### src/rtl/core/crsf_rc_frame_parser_core_assert.svh
// ============================================================================
// crsf_rc_frame_parser_core_assert.svh
// Assertion macros used by the frame parser RTL.
// ============================================================================
`ifndef CRSF_RC_FRAME_PARSER_CORE_ASSERT_SVH
`define CRSF_RC_FRAME_PARSER_CORE_ASSERT_SVH

// Same-cycle implication, disabled while reset is high.
`define CRSF_ASSERT_IMPLIES(lbl, clk, rst, ante, cons) \
   lbl: assert property (@(posedge clk) disable iff (rst) (ante) |-> (cons)) \
      else $error("crsf assertion failed");

// Next-cycle implication, disabled while reset is high.
`define CRSF_ASSERT_NEXT(lbl, clk, rst, ante, cons) \
   lbl: assert property (@(posedge clk) disable iff (rst) (ante) |=> (cons)) \
      else $error("crsf assertion failed");

`endif

### src/rtl/core/crsf_pkg.sv
// ============================================================================
// crsf_pkg
// Types, constants and the CRC-8 step shared by the frame parser.
// ============================================================================
`default_nettype none

package crsf_pkg;

   // Byte store of frame positions 3 through 24.
   localparam int STORE_DEPTH  = 22;
   localparam int STORE_FIRST  = 3;
   localparam int NUM_CHANNELS = 16;
   localparam int CHANNEL_BITS = 11;
   localparam int FRAME_BITS   = STORE_DEPTH * 8;

   // Frame queue between the parser and the channel emitter.
   localparam int QUEUE_DEPTH = 2;

   localparam logic [7:0] CRC_POLY      = 8'hD5;
   localparam logic [7:0] SYNC_RESET    = 8'hC8;
   localparam logic [7:0] CHTYPE_RESET  = 8'h16;

   // Register indexes of the configuration port.
   localparam logic [7:0] CSR_SYNC_VALUE    = 8'd0;
   localparam logic [7:0] CSR_CHANNELS_TYPE = 8'd1;

   typedef struct packed {
      logic [7:0] sync_value;
      logic [7:0] channels_type;
   } cfg_type;

   typedef logic [STORE_DEPTH-1:0][7:0] frame_data_type;

   // One byte of CRC-8, MSB first.
   function automatic logic [7:0] crc8_update(input logic [7:0] crc, input logic [7:0] data);
      logic [7:0] c;
      c = crc ^ data;
      for (int i = 0; i < 8; i++) begin
         c = c[7] ? ((c << 1) ^ CRC_POLY) : (c << 1);
      end
      return c;
   endfunction

endpackage

`default_nettype wire

### src/rtl/core/crsf_if.sv
// ============================================================================
// crsf_if
// Valid/ready channel interfaces of the frame parser.
// ============================================================================
`default_nettype none

// Received byte stream.
interface crsf_req_if;
   logic       valid;
   logic       ready;
   logic [7:0] rx_byte;
   modport source (output valid, output rx_byte, input ready);
   modport sink   (input valid, input rx_byte, output ready);
endinterface

// Decoded channel stream.
interface crsf_rsp_if;
   logic        valid;
   logic        ready;
   logic [3:0]  channel_number;
   logic [10:0] channel_value;
   logic        final_channel;
   modport source (output valid, output channel_number, output channel_value,
                   output final_channel, input ready);
   modport sink   (input valid, input channel_number, input channel_value,
                   input final_channel, output ready);
endinterface

// Register write channel.
interface crsf_csr_if;
   logic       valid;
   logic       ready;
   logic [7:0] index;
   logic [7:0] data;
   modport source (output valid, output index, output data, input ready);
   modport sink   (input valid, input index, input data, output ready);
endinterface

`default_nettype wire

### src/rtl/core/crsf_rc_frame_parser_core.sv
// ============================================================================
// crsf_rc_frame_parser_core
// Throughput: one byte per cycle; bytes stall only while the frame queue
// holds QUEUE_DEPTH frames. The emitter sends one channel per cycle while
// the consumer is ready. Channel 0 passes through the frame queue and
// the registered output stage; all sixteen channels follow in order.
// Reset (synchronous, active high) restores the registers, hunts for sync,
// clears the payload store and empties the frame queue.
// ============================================================================
`default_nettype none

module crsf_rc_frame_parser_core
   import crsf_pkg::*;
#(
   parameter int MAX_FRAME = 64
) (
   input  wire logic   clock,
   input  wire logic   reset,
   crsf_req_if.sink    req_bus,
   crsf_rsp_if.source  rsp_bus,
   crsf_csr_if.sink    csr_bus
);

   cfg_type        cfg_ff, cfg_in;
   logic           q_full;
   logic           push;
   frame_data_type push_data;
   logic           pop;
   frame_data_type head_data;
   logic           head_valid;

   // Configuration registers; indexes beyond the list are ignored.
   assign csr_bus.ready = 1'b1;

   always_comb begin
      cfg_in = cfg_ff;
      if (csr_bus.valid) begin
         unique case (csr_bus.index)
            CSR_SYNC_VALUE:    cfg_in.sync_value    = csr_bus.data;
            CSR_CHANNELS_TYPE: cfg_in.channels_type = csr_bus.data;
            default:           cfg_in = cfg_ff;
         endcase
      end
   end

   always_ff @(posedge clock) begin
      if (reset) begin
         cfg_ff.sync_value    <= SYNC_RESET;
         cfg_ff.channels_type <= CHTYPE_RESET;
      end else begin
         cfg_ff <= cfg_in;
      end
   end

   crsf_front #(
      .MAX_FRAME (MAX_FRAME)
   ) u_front (
      .clock     (clock),
      .reset     (reset),
      .req       (req_bus),
      .cfg       (cfg_ff),
      .q_full    (q_full),
      .push      (push),
      .push_data (push_data)
   );

   crsf_queue #(
      .WIDTH (FRAME_BITS),
      .DEPTH (QUEUE_DEPTH)
   ) u_queue (
      .clock      (clock),
      .reset      (reset),
      .push       (push),
      .push_data  (push_data),
      .pop        (pop),
      .head_data  (head_data),
      .head_valid (head_valid),
      .full       (q_full)
   );

   crsf_back u_back (
      .clock      (clock),
      .reset      (reset),
      .head_data  (head_data),
      .head_valid (head_valid),
      .pop        (pop),
      .rsp        (rsp_bus)
   );

endmodule

`default_nettype wire

### src/rtl/core/crsf_front.sv
// ============================================================================
// crsf_front
// Byte parser: sync hunt, length check, running CRC and payload store.
// A frame that checks out is pushed into the frame queue as a snapshot.
// ============================================================================
`default_nettype none

module crsf_front
   import crsf_pkg::*;
#(
   parameter int MAX_FRAME = 64
) (
   input  wire logic           clock,
   input  wire logic           reset,
   crsf_req_if.sink            req,
   input  wire cfg_type        cfg,
   input  wire logic           q_full,
   output logic                push,
   output frame_data_type      push_data
);

   logic [6:0]     pos_ff, pos_in;
   logic [7:0]     len_ff, len_in;
   logic [7:0]     kind_ff, kind_in;
   logic [7:0]     crc_ff, crc_in;
   frame_data_type store_ff, store_in;
   logic           accept;
   logic [7:0]     b;
   logic [6:0]     store_offset;
   logic [8:0]     len_plus1;

   // A byte is taken whenever the queue has room for a possible frame.
   assign req.ready    = !q_full;
   assign accept       = req.valid && req.ready;
   assign b            = req.rx_byte;
   assign store_offset = pos_ff - 7'(STORE_FIRST);
   assign len_plus1    = {1'b0, len_ff} + 9'd1;
   assign push_data    = store_in;

   // Parser next state.
   always_comb begin
      pos_in   = pos_ff;
      len_in   = len_ff;
      kind_in  = kind_ff;
      crc_in   = crc_ff;
      store_in = store_ff;
      push     = 1'b0;
      if (accept) begin
         if (pos_ff == 7'd0) begin
            if (b == cfg.sync_value) begin
               pos_in = 7'd1;
               crc_in = 8'd0;
            end
         end else if (pos_ff == 7'd1) begin
            len_in = b;
            if (b < 8'd2 || b > 8'(MAX_FRAME - 2)) begin
               pos_in = 7'd0;
            end else begin
               pos_in = 7'd2;
            end
         end else if ({2'b00, pos_ff} > len_plus1) begin
            pos_in = 7'd0;
         end else begin
            if (pos_ff == 7'd2) begin
               kind_in = b;
            end
            if (pos_ff >= 7'(STORE_FIRST) && pos_ff < 7'(STORE_FIRST + STORE_DEPTH)) begin
               store_in[store_offset[4:0]] = b;
            end
            if ({1'b0, pos_ff} <= len_ff) begin
               crc_in = crc8_update(crc_ff, b);
               pos_in = pos_ff + 7'd1;
            end else begin
               // Check byte: emit only on a CRC match with the channels type.
               pos_in = 7'd0;
               push   = (b == crc_ff) && (kind_ff == cfg.channels_type);
            end
         end
      end
   end

   // Parser registers; the payload store is cleared at reset.
   always_ff @(posedge clock) begin
      if (reset) begin
         pos_ff   <= '0;
         len_ff   <= '0;
         kind_ff  <= '0;
         crc_ff   <= '0;
         store_ff <= '0;
      end else begin
         pos_ff   <= pos_in;
         len_ff   <= len_in;
         kind_ff  <= kind_in;
         crc_ff   <= crc_in;
         store_ff <= store_in;
      end
   end

endmodule

`default_nettype wire

### src/rtl/core/crsf_queue.sv
// ============================================================================
// crsf_queue
// Small FIFO of frame snapshots between the parser and the emitter.
// DEPTH must be a power of two so the pointers wrap on their own.
// ============================================================================
`default_nettype none

`include "crsf_rc_frame_parser_core_assert.svh"

module crsf_queue
   import crsf_pkg::*;
#(
   parameter int WIDTH = 176,
   parameter int DEPTH = 2
) (
   input  wire logic             clock,
   input  wire logic             reset,
   input  wire logic             push,
   input  wire logic [WIDTH-1:0] push_data,
   input  wire logic             pop,
   output logic [WIDTH-1:0]      head_data,
   output logic                  head_valid,
   output logic                  full
);

   localparam int PW = (DEPTH > 1) ? $clog2(DEPTH) : 1;
   localparam int CW = $clog2(DEPTH + 1);

   logic [WIDTH-1:0] mem_ff [DEPTH];
   logic [PW-1:0]    wr_ff, wr_in;
   logic [PW-1:0]    rd_ff, rd_in;
   logic [CW-1:0]    count_ff, count_in;

   assign head_data  = mem_ff[rd_ff];
   assign head_valid = (count_ff != '0);
   assign full       = (count_ff == CW'(DEPTH));

   // Pointer and fill count update.
   always_comb begin
      wr_in    = push ? wr_ff + 1'b1 : wr_ff;
      rd_in    = pop  ? rd_ff + 1'b1 : rd_ff;
      count_in = count_ff;
      if (push && !pop) begin
         count_in = count_ff + 1'b1;
      end else if (pop && !push) begin
         count_in = count_ff - 1'b1;
      end
   end

   always_ff @(posedge clock) begin
      if (reset) begin
         wr_ff    <= '0;
         rd_ff    <= '0;
         count_ff <= '0;
      end else begin
         wr_ff    <= wr_in;
         rd_ff    <= rd_in;
         count_ff <= count_in;
      end
   end

   // Snapshot storage; no reset needed.
   always_ff @(posedge clock) begin
      if (push) begin
         mem_ff[wr_ff] <= push_data;
      end
   end

   `CRSF_ASSERT_IMPLIES(a_no_overflow, clock, reset, push, !full)
   `CRSF_ASSERT_IMPLIES(a_no_underflow, clock, reset, pop, head_valid)
   `CRSF_ASSERT_NEXT(a_count_up, clock, reset, push && !pop, count_ff == CW'($past(count_ff) + 1'b1))

endmodule

`default_nettype wire

### src/rtl/core/crsf_back.sv
// ============================================================================
// crsf_back
// Channel emitter: unpacks sixteen 11-bit channels from the queue head,
// one per beat, into a registered output stage.
// ============================================================================
`default_nettype none

module crsf_back
   import crsf_pkg::*;
(
   input  wire logic           clock,
   input  wire logic           reset,
   input  wire frame_data_type head_data,
   input  wire logic           head_valid,
   output logic                pop,
   crsf_rsp_if.source          rsp
);

   logic [FRAME_BITS-1:0] frame_bits;
   logic [3:0]            chan_ff, chan_in;
   logic                  valid_ff, valid_in;
   logic [3:0]            number_ff, number_in;
   logic [10:0]           value_ff, value_in;
   logic                  final_ff, final_in;
   logic [7:0]            bit_base;
   logic                  load;

   assign frame_bits = head_data;
   assign bit_base   = 8'(chan_ff * CHANNEL_BITS);
   assign load       = head_valid && (!valid_ff || rsp.ready);
   assign pop        = load && (chan_ff == 4'(NUM_CHANNELS - 1));

   // Output stage refill.
   always_comb begin
      chan_in   = chan_ff;
      valid_in  = valid_ff;
      number_in = number_ff;
      value_in  = value_ff;
      final_in  = final_ff;
      if (load) begin
         valid_in  = 1'b1;
         number_in = chan_ff;
         value_in  = frame_bits[bit_base +: CHANNEL_BITS];
         final_in  = (chan_ff == 4'(NUM_CHANNELS - 1));
         chan_in   = chan_ff + 4'd1;
      end else if (rsp.ready) begin
         valid_in = 1'b0;
      end
   end

   always_ff @(posedge clock) begin
      if (reset) begin
         chan_ff  <= '0;
         valid_ff <= 1'b0;
      end else begin
         chan_ff  <= chan_in;
         valid_ff <= valid_in;
      end
   end

   // Payload registers.
   always_ff @(posedge clock) begin
      number_ff <= number_in;
      value_ff  <= value_in;
      final_ff  <= final_in;
   end

   assign rsp.valid          = valid_ff;
   assign rsp.channel_number = number_ff;
   assign rsp.channel_value  = value_ff;
   assign rsp.final_channel  = final_ff;

endmodule

`default_nettype wire
### src/flat_wrapper.sv
// flat-port wrapper written by rule: the top's interface ports become plain ports
module crsf_rc_frame_parser_core_flat import crsf_pkg::*;
#(
   parameter int MAX_FRAME = 64
)
  (clock, reset, req_bus_valid, req_bus_rx_byte, req_bus_ready, rsp_bus_valid, rsp_bus_channel_number, rsp_bus_channel_value, rsp_bus_final_channel, rsp_bus_ready, csr_bus_valid, csr_bus_index, csr_bus_data, csr_bus_ready);
  crsf_req_if req_bus_i ();
  crsf_rsp_if rsp_bus_i ();
  crsf_csr_if csr_bus_i ();
  input  wire logic clock;
  input  wire logic reset;
  input wire logic [$bits(req_bus_i.valid)-1:0] req_bus_valid;
  input wire logic [$bits(req_bus_i.rx_byte)-1:0] req_bus_rx_byte;
  output wire logic [$bits(req_bus_i.ready)-1:0] req_bus_ready;
  output wire logic [$bits(rsp_bus_i.valid)-1:0] rsp_bus_valid;
  output wire logic [$bits(rsp_bus_i.channel_number)-1:0] rsp_bus_channel_number;
  output wire logic [$bits(rsp_bus_i.channel_value)-1:0] rsp_bus_channel_value;
  output wire logic [$bits(rsp_bus_i.final_channel)-1:0] rsp_bus_final_channel;
  input wire logic [$bits(rsp_bus_i.ready)-1:0] rsp_bus_ready;
  input wire logic [$bits(csr_bus_i.valid)-1:0] csr_bus_valid;
  input wire logic [$bits(csr_bus_i.index)-1:0] csr_bus_index;
  input wire logic [$bits(csr_bus_i.data)-1:0] csr_bus_data;
  output wire logic [$bits(csr_bus_i.ready)-1:0] csr_bus_ready;
  assign req_bus_i.valid = req_bus_valid;
  assign req_bus_i.rx_byte = req_bus_rx_byte;
  assign req_bus_ready = req_bus_i.ready;
  assign rsp_bus_valid = rsp_bus_i.valid;
  assign rsp_bus_channel_number = rsp_bus_i.channel_number;
  assign rsp_bus_channel_value = rsp_bus_i.channel_value;
  assign rsp_bus_final_channel = rsp_bus_i.final_channel;
  assign rsp_bus_i.ready = rsp_bus_ready;
  assign csr_bus_i.valid = csr_bus_valid;
  assign csr_bus_i.index = csr_bus_index;
  assign csr_bus_i.data = csr_bus_data;
  assign csr_bus_ready = csr_bus_i.ready;
  crsf_rc_frame_parser_core #(.MAX_FRAME(MAX_FRAME)) u_core (.clock(clock), .reset(reset), .req_bus(req_bus_i), .rsp_bus(rsp_bus_i), .csr_bus(csr_bus_i));
endmodule
### config.mk
export PLATFORM = sky130hd
export DESIGN_NAME = crsf_rc_frame_parser_core_flat
export DESIGN_NICKNAME = d
export VERILOG_FILES = /design/src/rtl/core/crsf_pkg.sv /design/src/rtl/core/crsf_if.sv /design/src/rtl/core/crsf_rc_frame_parser_core.sv /design/src/rtl/core/crsf_front.sv /design/src/rtl/core/crsf_queue.sv /design/src/rtl/core/crsf_back.sv /design/src/flat_wrapper.sv
export VERILOG_INCLUDE_DIRS = /design/src /design/src/rtl/core
export SDC_FILE = /design/constraint.sdc
export NUM_CORES = 1
export LEC_CHECK = 0
export BUFFER_PORTS_ARGS = -buffer_cell sky130_fd_sc_hd__buf_4
export CELL_PAD_IN_SITES_DETAIL_PLACEMENT = 1
export CELL_PAD_IN_SITES_GLOBAL_PLACEMENT = 2
export CORE_UTILIZATION = 45
export CTS_CLUSTER_SIZE = 14
export DETAILED_ROUTE_END_ITERATION = 10
export HOLD_SLACK_MARGIN = 0.05
export PLACE_DENSITY_LB_ADDON = 0.1
export SLEW_MARGIN = 10
export SYNTH_ARGS = -nofsm -noshare
export SYNTH_HDL_FRONTEND = slang
export SYNTH_HIERARCHICAL = 1
export SYNTH_SLANG_ARGS = --single-unit
### constraint.sdc
create_clock -name clock -period 19 [get_ports clock]
set_input_delay 2.85 -clock clock [delete_from_list [all_inputs] [get_ports clock]]
set_output_delay 2.85 -clock clock [all_outputs]
set_load 0.1 [all_outputs]
==> impl_metrics.py <==
metrics = {
    "die": {
        "core_sq_mm": 0.0621,
        "die_w_microns": 253,
        "placementRows": 91,
        "ioPinCount": 48,
        "start_util_pct": 45.7,
        "die_h_microns": 253,
        "die_area_sq_mm": 0.0641,
    },
    "sta": {
        "fin_skew_ps": 33.8,
        "period_share_pct": 34.9,
        "drv_slew": 0,
        "final-hold-violation-count": 0,
        "worst_pin_slew_ps": 1130,
        "fmax_ghz": 0.151,
        "max_slew_margin_pct": 24.8,
        "min_period_ps": 6640,
        "setup_viol": 0,
        "rsz0062_at_grt": "no",
        "whs_ps": 473,
        "setup_tns_ps": 0,
    },
    "routing": {
        "wl_per_cell_microns": 25.6,
        "routed_via_density": 5.59,
        "first_pass_iters": 5,
        "drc": 0,
        "antenna_left": 0,
        "drt_iter0_drc": 873,
        "routed_wl_microns": 72400,
        "vias": 15800,
    },
    "worst_hold_path": {
        "hp-class": "reg2reg",
        "worstHoldStart": "u_core/u_front/store_ff[3]$_SDFF_PP0_",
    },
    "global_routing": {
        "grt_pass1_vias": 16600,
        "grt_pass1_wl_microns": 107000,
        "groute.usage.overall_pct": 22.9,
        "antenna_found_initial": 1,
        "gr-total-overflow": 0,
        "grt_max_degree": 129,
    },
    "worst_setup_path": {
        "r2r_slack_ps": 13840,
        "cp_slowest_cell": "buf_4",
        "cp_max_fo": 64,
        "crit_buf_inv": 3,
        "cp_common_cell": "buf_4",
        "endpoint_kind": "register",
        "crit_start": "req_bus_rx_byte[7]",
        "worstPathArrival_ps": 6850,
        "crit_type": "in2reg",
        "slowest_delay_ps": 850,
        "crit_chain": "buf_4 -> xnor2_1 -> ha_1 -> nand4_1 -> or4_1 -> nor4_1 -> nor2b_4 -> buf_4 -> buf_4",
        "startpoint_type": "primary input",
        "critPathTopFamily": "buffers and inverters",
        "cp.required_ps": 19210,
        "reg2reg_from": "u_core/u_front/len_ff[0]$_SDFFE_PP0P_",
    },
    "cts": {
        "cts_sinks": 601,
        "ctsResizeCount": 0,
        "numCtsBuffers": 68,
        "post_cts_buffers": 0,
        "cts_tree": "yes",
        "cts_buffer_depth": 3,
        "path_clk_slew_ps": 60,
        "cts_root_buffer": "clkbuf_16",
        "htree_levels": 3,
        "insertion_delay_ps": 610,
        "cts_hold_buf": 0,
    },
    "yosys": {
        "synth_area_leaders": "edfxtp_1 (39%), dfxtp_1 (16%), mux2_4 (8.5%)",
        "syn-num-nets": 1993,
        "synth-seq-cells": 601,
        "synth_warnings": 6,
        "synth_async_sr_flop_share_pct": 0,
        "ys.flop_type": "edfxtp_1",
        "synth_cells": 1941,
        "seq_area_frac_synth_pct": 55.4,
        "synth_top_area_share_pct": 38.9,
        "synth.distinct_cells": 70,
        "synth_edf_count": 368,
        "syn_area_per_cell_sq_um": 14.6,
        "synth_area_sq_mm": 0.0284,
        "netlist_top_cells_count": "edfxtp_1 (368), dfxtp_1 (233), nand2b_1 (194), mux2i_1 (186), mux2_2 (173)",
        "synth_most_common_cell": "edfxtp_1",
        "yosysTopAreaCell": "edfxtp_1",
    },
    "placed_design": {
        "io_buffers": 46,
        "place_congestion": 0.780,
        "dp_hpwl_microns": 41400,
    },
    "power": {
        "p_comb_share_pct": 2.3,
        "netSwitchingPower_uw": 570,
        "netSwitchingFraction_pct": 21.2,
        "ir_drop_uv": 67.3,
        "pwr-share-seq_pct": 50.8,
        "powerDensity_mw_per_mm2": 86.6,
        "p_int_uw": 2120,
        "p_leak_uw": 0.0121,
        "clockPowerShare_pct": 46.9,
    },
    "finish": {
        "nets": 1984,
        "layout-drive-gt1-share_pct": 29.6,
        "areaGrowthSynthToFinish_pct": 9.59,
    },
    "status": {
        "status": "complete, no violations",
    },
    "run": {
        "drv_cap": 0,
    },
}
==> flip-flops by register name (all words and copies together) (netlist names), 2 cells and up, named ones only <==
signal	count
u_core/u_back/rsp.channel_number	4
u_core/u_front/crc_ff	8
u_core/u_back/rsp.channel_value	11
u_core/u_queue/count_ff	2
u_core/u_front/pos_ff	7
u_core/u_front/len_ff	8
u_core/u_queue/mem_ff	352
u_core/cfg_ff	16
u_core/u_front/store_ff	176
u_core/u_front/kind_ff	8
u_core/u_back/chan_ff	4
==> layout make-up <==
type / instances / area (sq um)
clock buffers: 99 / 1970
multi-input cells: 1172 / 11600
flip-flops and latches: 601 / 15700
inverters: 19 / 71.3
clock inverters: 27 / 184
diodes: 1 / 2.50
well taps: 837 / 1050
fillers: 5974 / 30900
repair buffers: 70 / 542
==> worst min-delay path: stages, from the launching register on <==
cell and delay [ps]:
dfxtp_1 310, nand2b_1 60, mux2i_1 50
==> power by group through the flow <==
stage / Combinational [uW] / Sequential [uW] / Clock, uW
floorplan: 34.6 / 1400 / 0
global placement: 61.9 / 1400 / 0
detailed placement: 62.6 / 1400 / 0
CTS: 62.8 / 1370 / 1300
global route: 65.1 / 1370 / 1340
finish: 61.5 / 1370 / 1260
==> through the flow <==
step | utilization (%) | std cells | cell area [sq um] | total power, uW | setup slack, ps
global placement | 46.6 | 2699 | 28900 | 1460 | 11790
global route | 50.1 | 2825 | 31100 | 2780 | 12140
finish | 50.1 | 2826 | 31100 | 2690 | 12360
floorplan | - | 1941 | 28400 | 1430 | 5840
detailed placement | 46.6 | 2699 | 28900 | 1460 | 11760
CTS | 50.1 | 2825 | 31100 | 2730 | 12390
==> cell usage in the layout (no fill, tap or decap), types with 8 or more instances in the layout <==
master,netlist,routed
nand3_1,36,36
dfxtp_1,233,230
xnor2_1,40,40
mux2i_1,186,186
mux2_1,20,20
clkbuf_1,79,19
nand2b_1,194,192
clkbuf_8,0,9
ha_1,23,23
o31ai_1,9,9
mux4_2,42,42
o21ai_0,15,15
nor2_1,30,29
a22oi_1,25,25
clkinv_2,0,14
a21oi_1,44,44
mux2_2,173,173
clkbuf_16,0,71
edfxtp_1,368,368
mux2_4,160,160
nand2_1,30,30
buf_4,7,68
nand3_4,16,16
or4_1,8,8
nand4_1,19,19
nor2b_1,11,10
inv_1,19,19
==> per-layer routing <==
metal / share of wire (%) / vias up / GRT usage, %
met4: 2.0 / 0 / 6.91
met1: 46 / 8277 / 30.9
met5: 0 / - / 0
met3: 3.8 / 72 / 3.53
li1: - / 7195 / -
met2: 49 / 265 / 38.1
==> cell families (layout without fill, tap and decap cells) <==
kind of cell               after synthesis  count (layout)  share of synthesized area [%]
muxes                                  583             583                           26.2
DFF                                    601             601                           55.4
adders and majority gates               23              23                           1.01
and+or+nand+nor                        390             390                           8.86
AOI/OAI and AO/OA                      127             127                           3.04
xor gates and xnor gates                48              48                           1.53
buffers and inverters                  168             215                           3.98
other                                    1               2                         0.0132
==> final timing paths <==
check | cells after the start | end
max | 9 | u_core/u_queue/mem_ff[0][170]$_DFFE_PP_
min | 2 | u_core/u_front/store_ff[3]$_SDFF_PP0_
min reg2reg | 2 | u_core/u_front/store_ff[3]$_SDFF_PP0_
max reg2reg | 12 | u_core/u_queue/mem_ff[0][170]$_DFFE_PP_
Power figures use the tool's default switching activity.
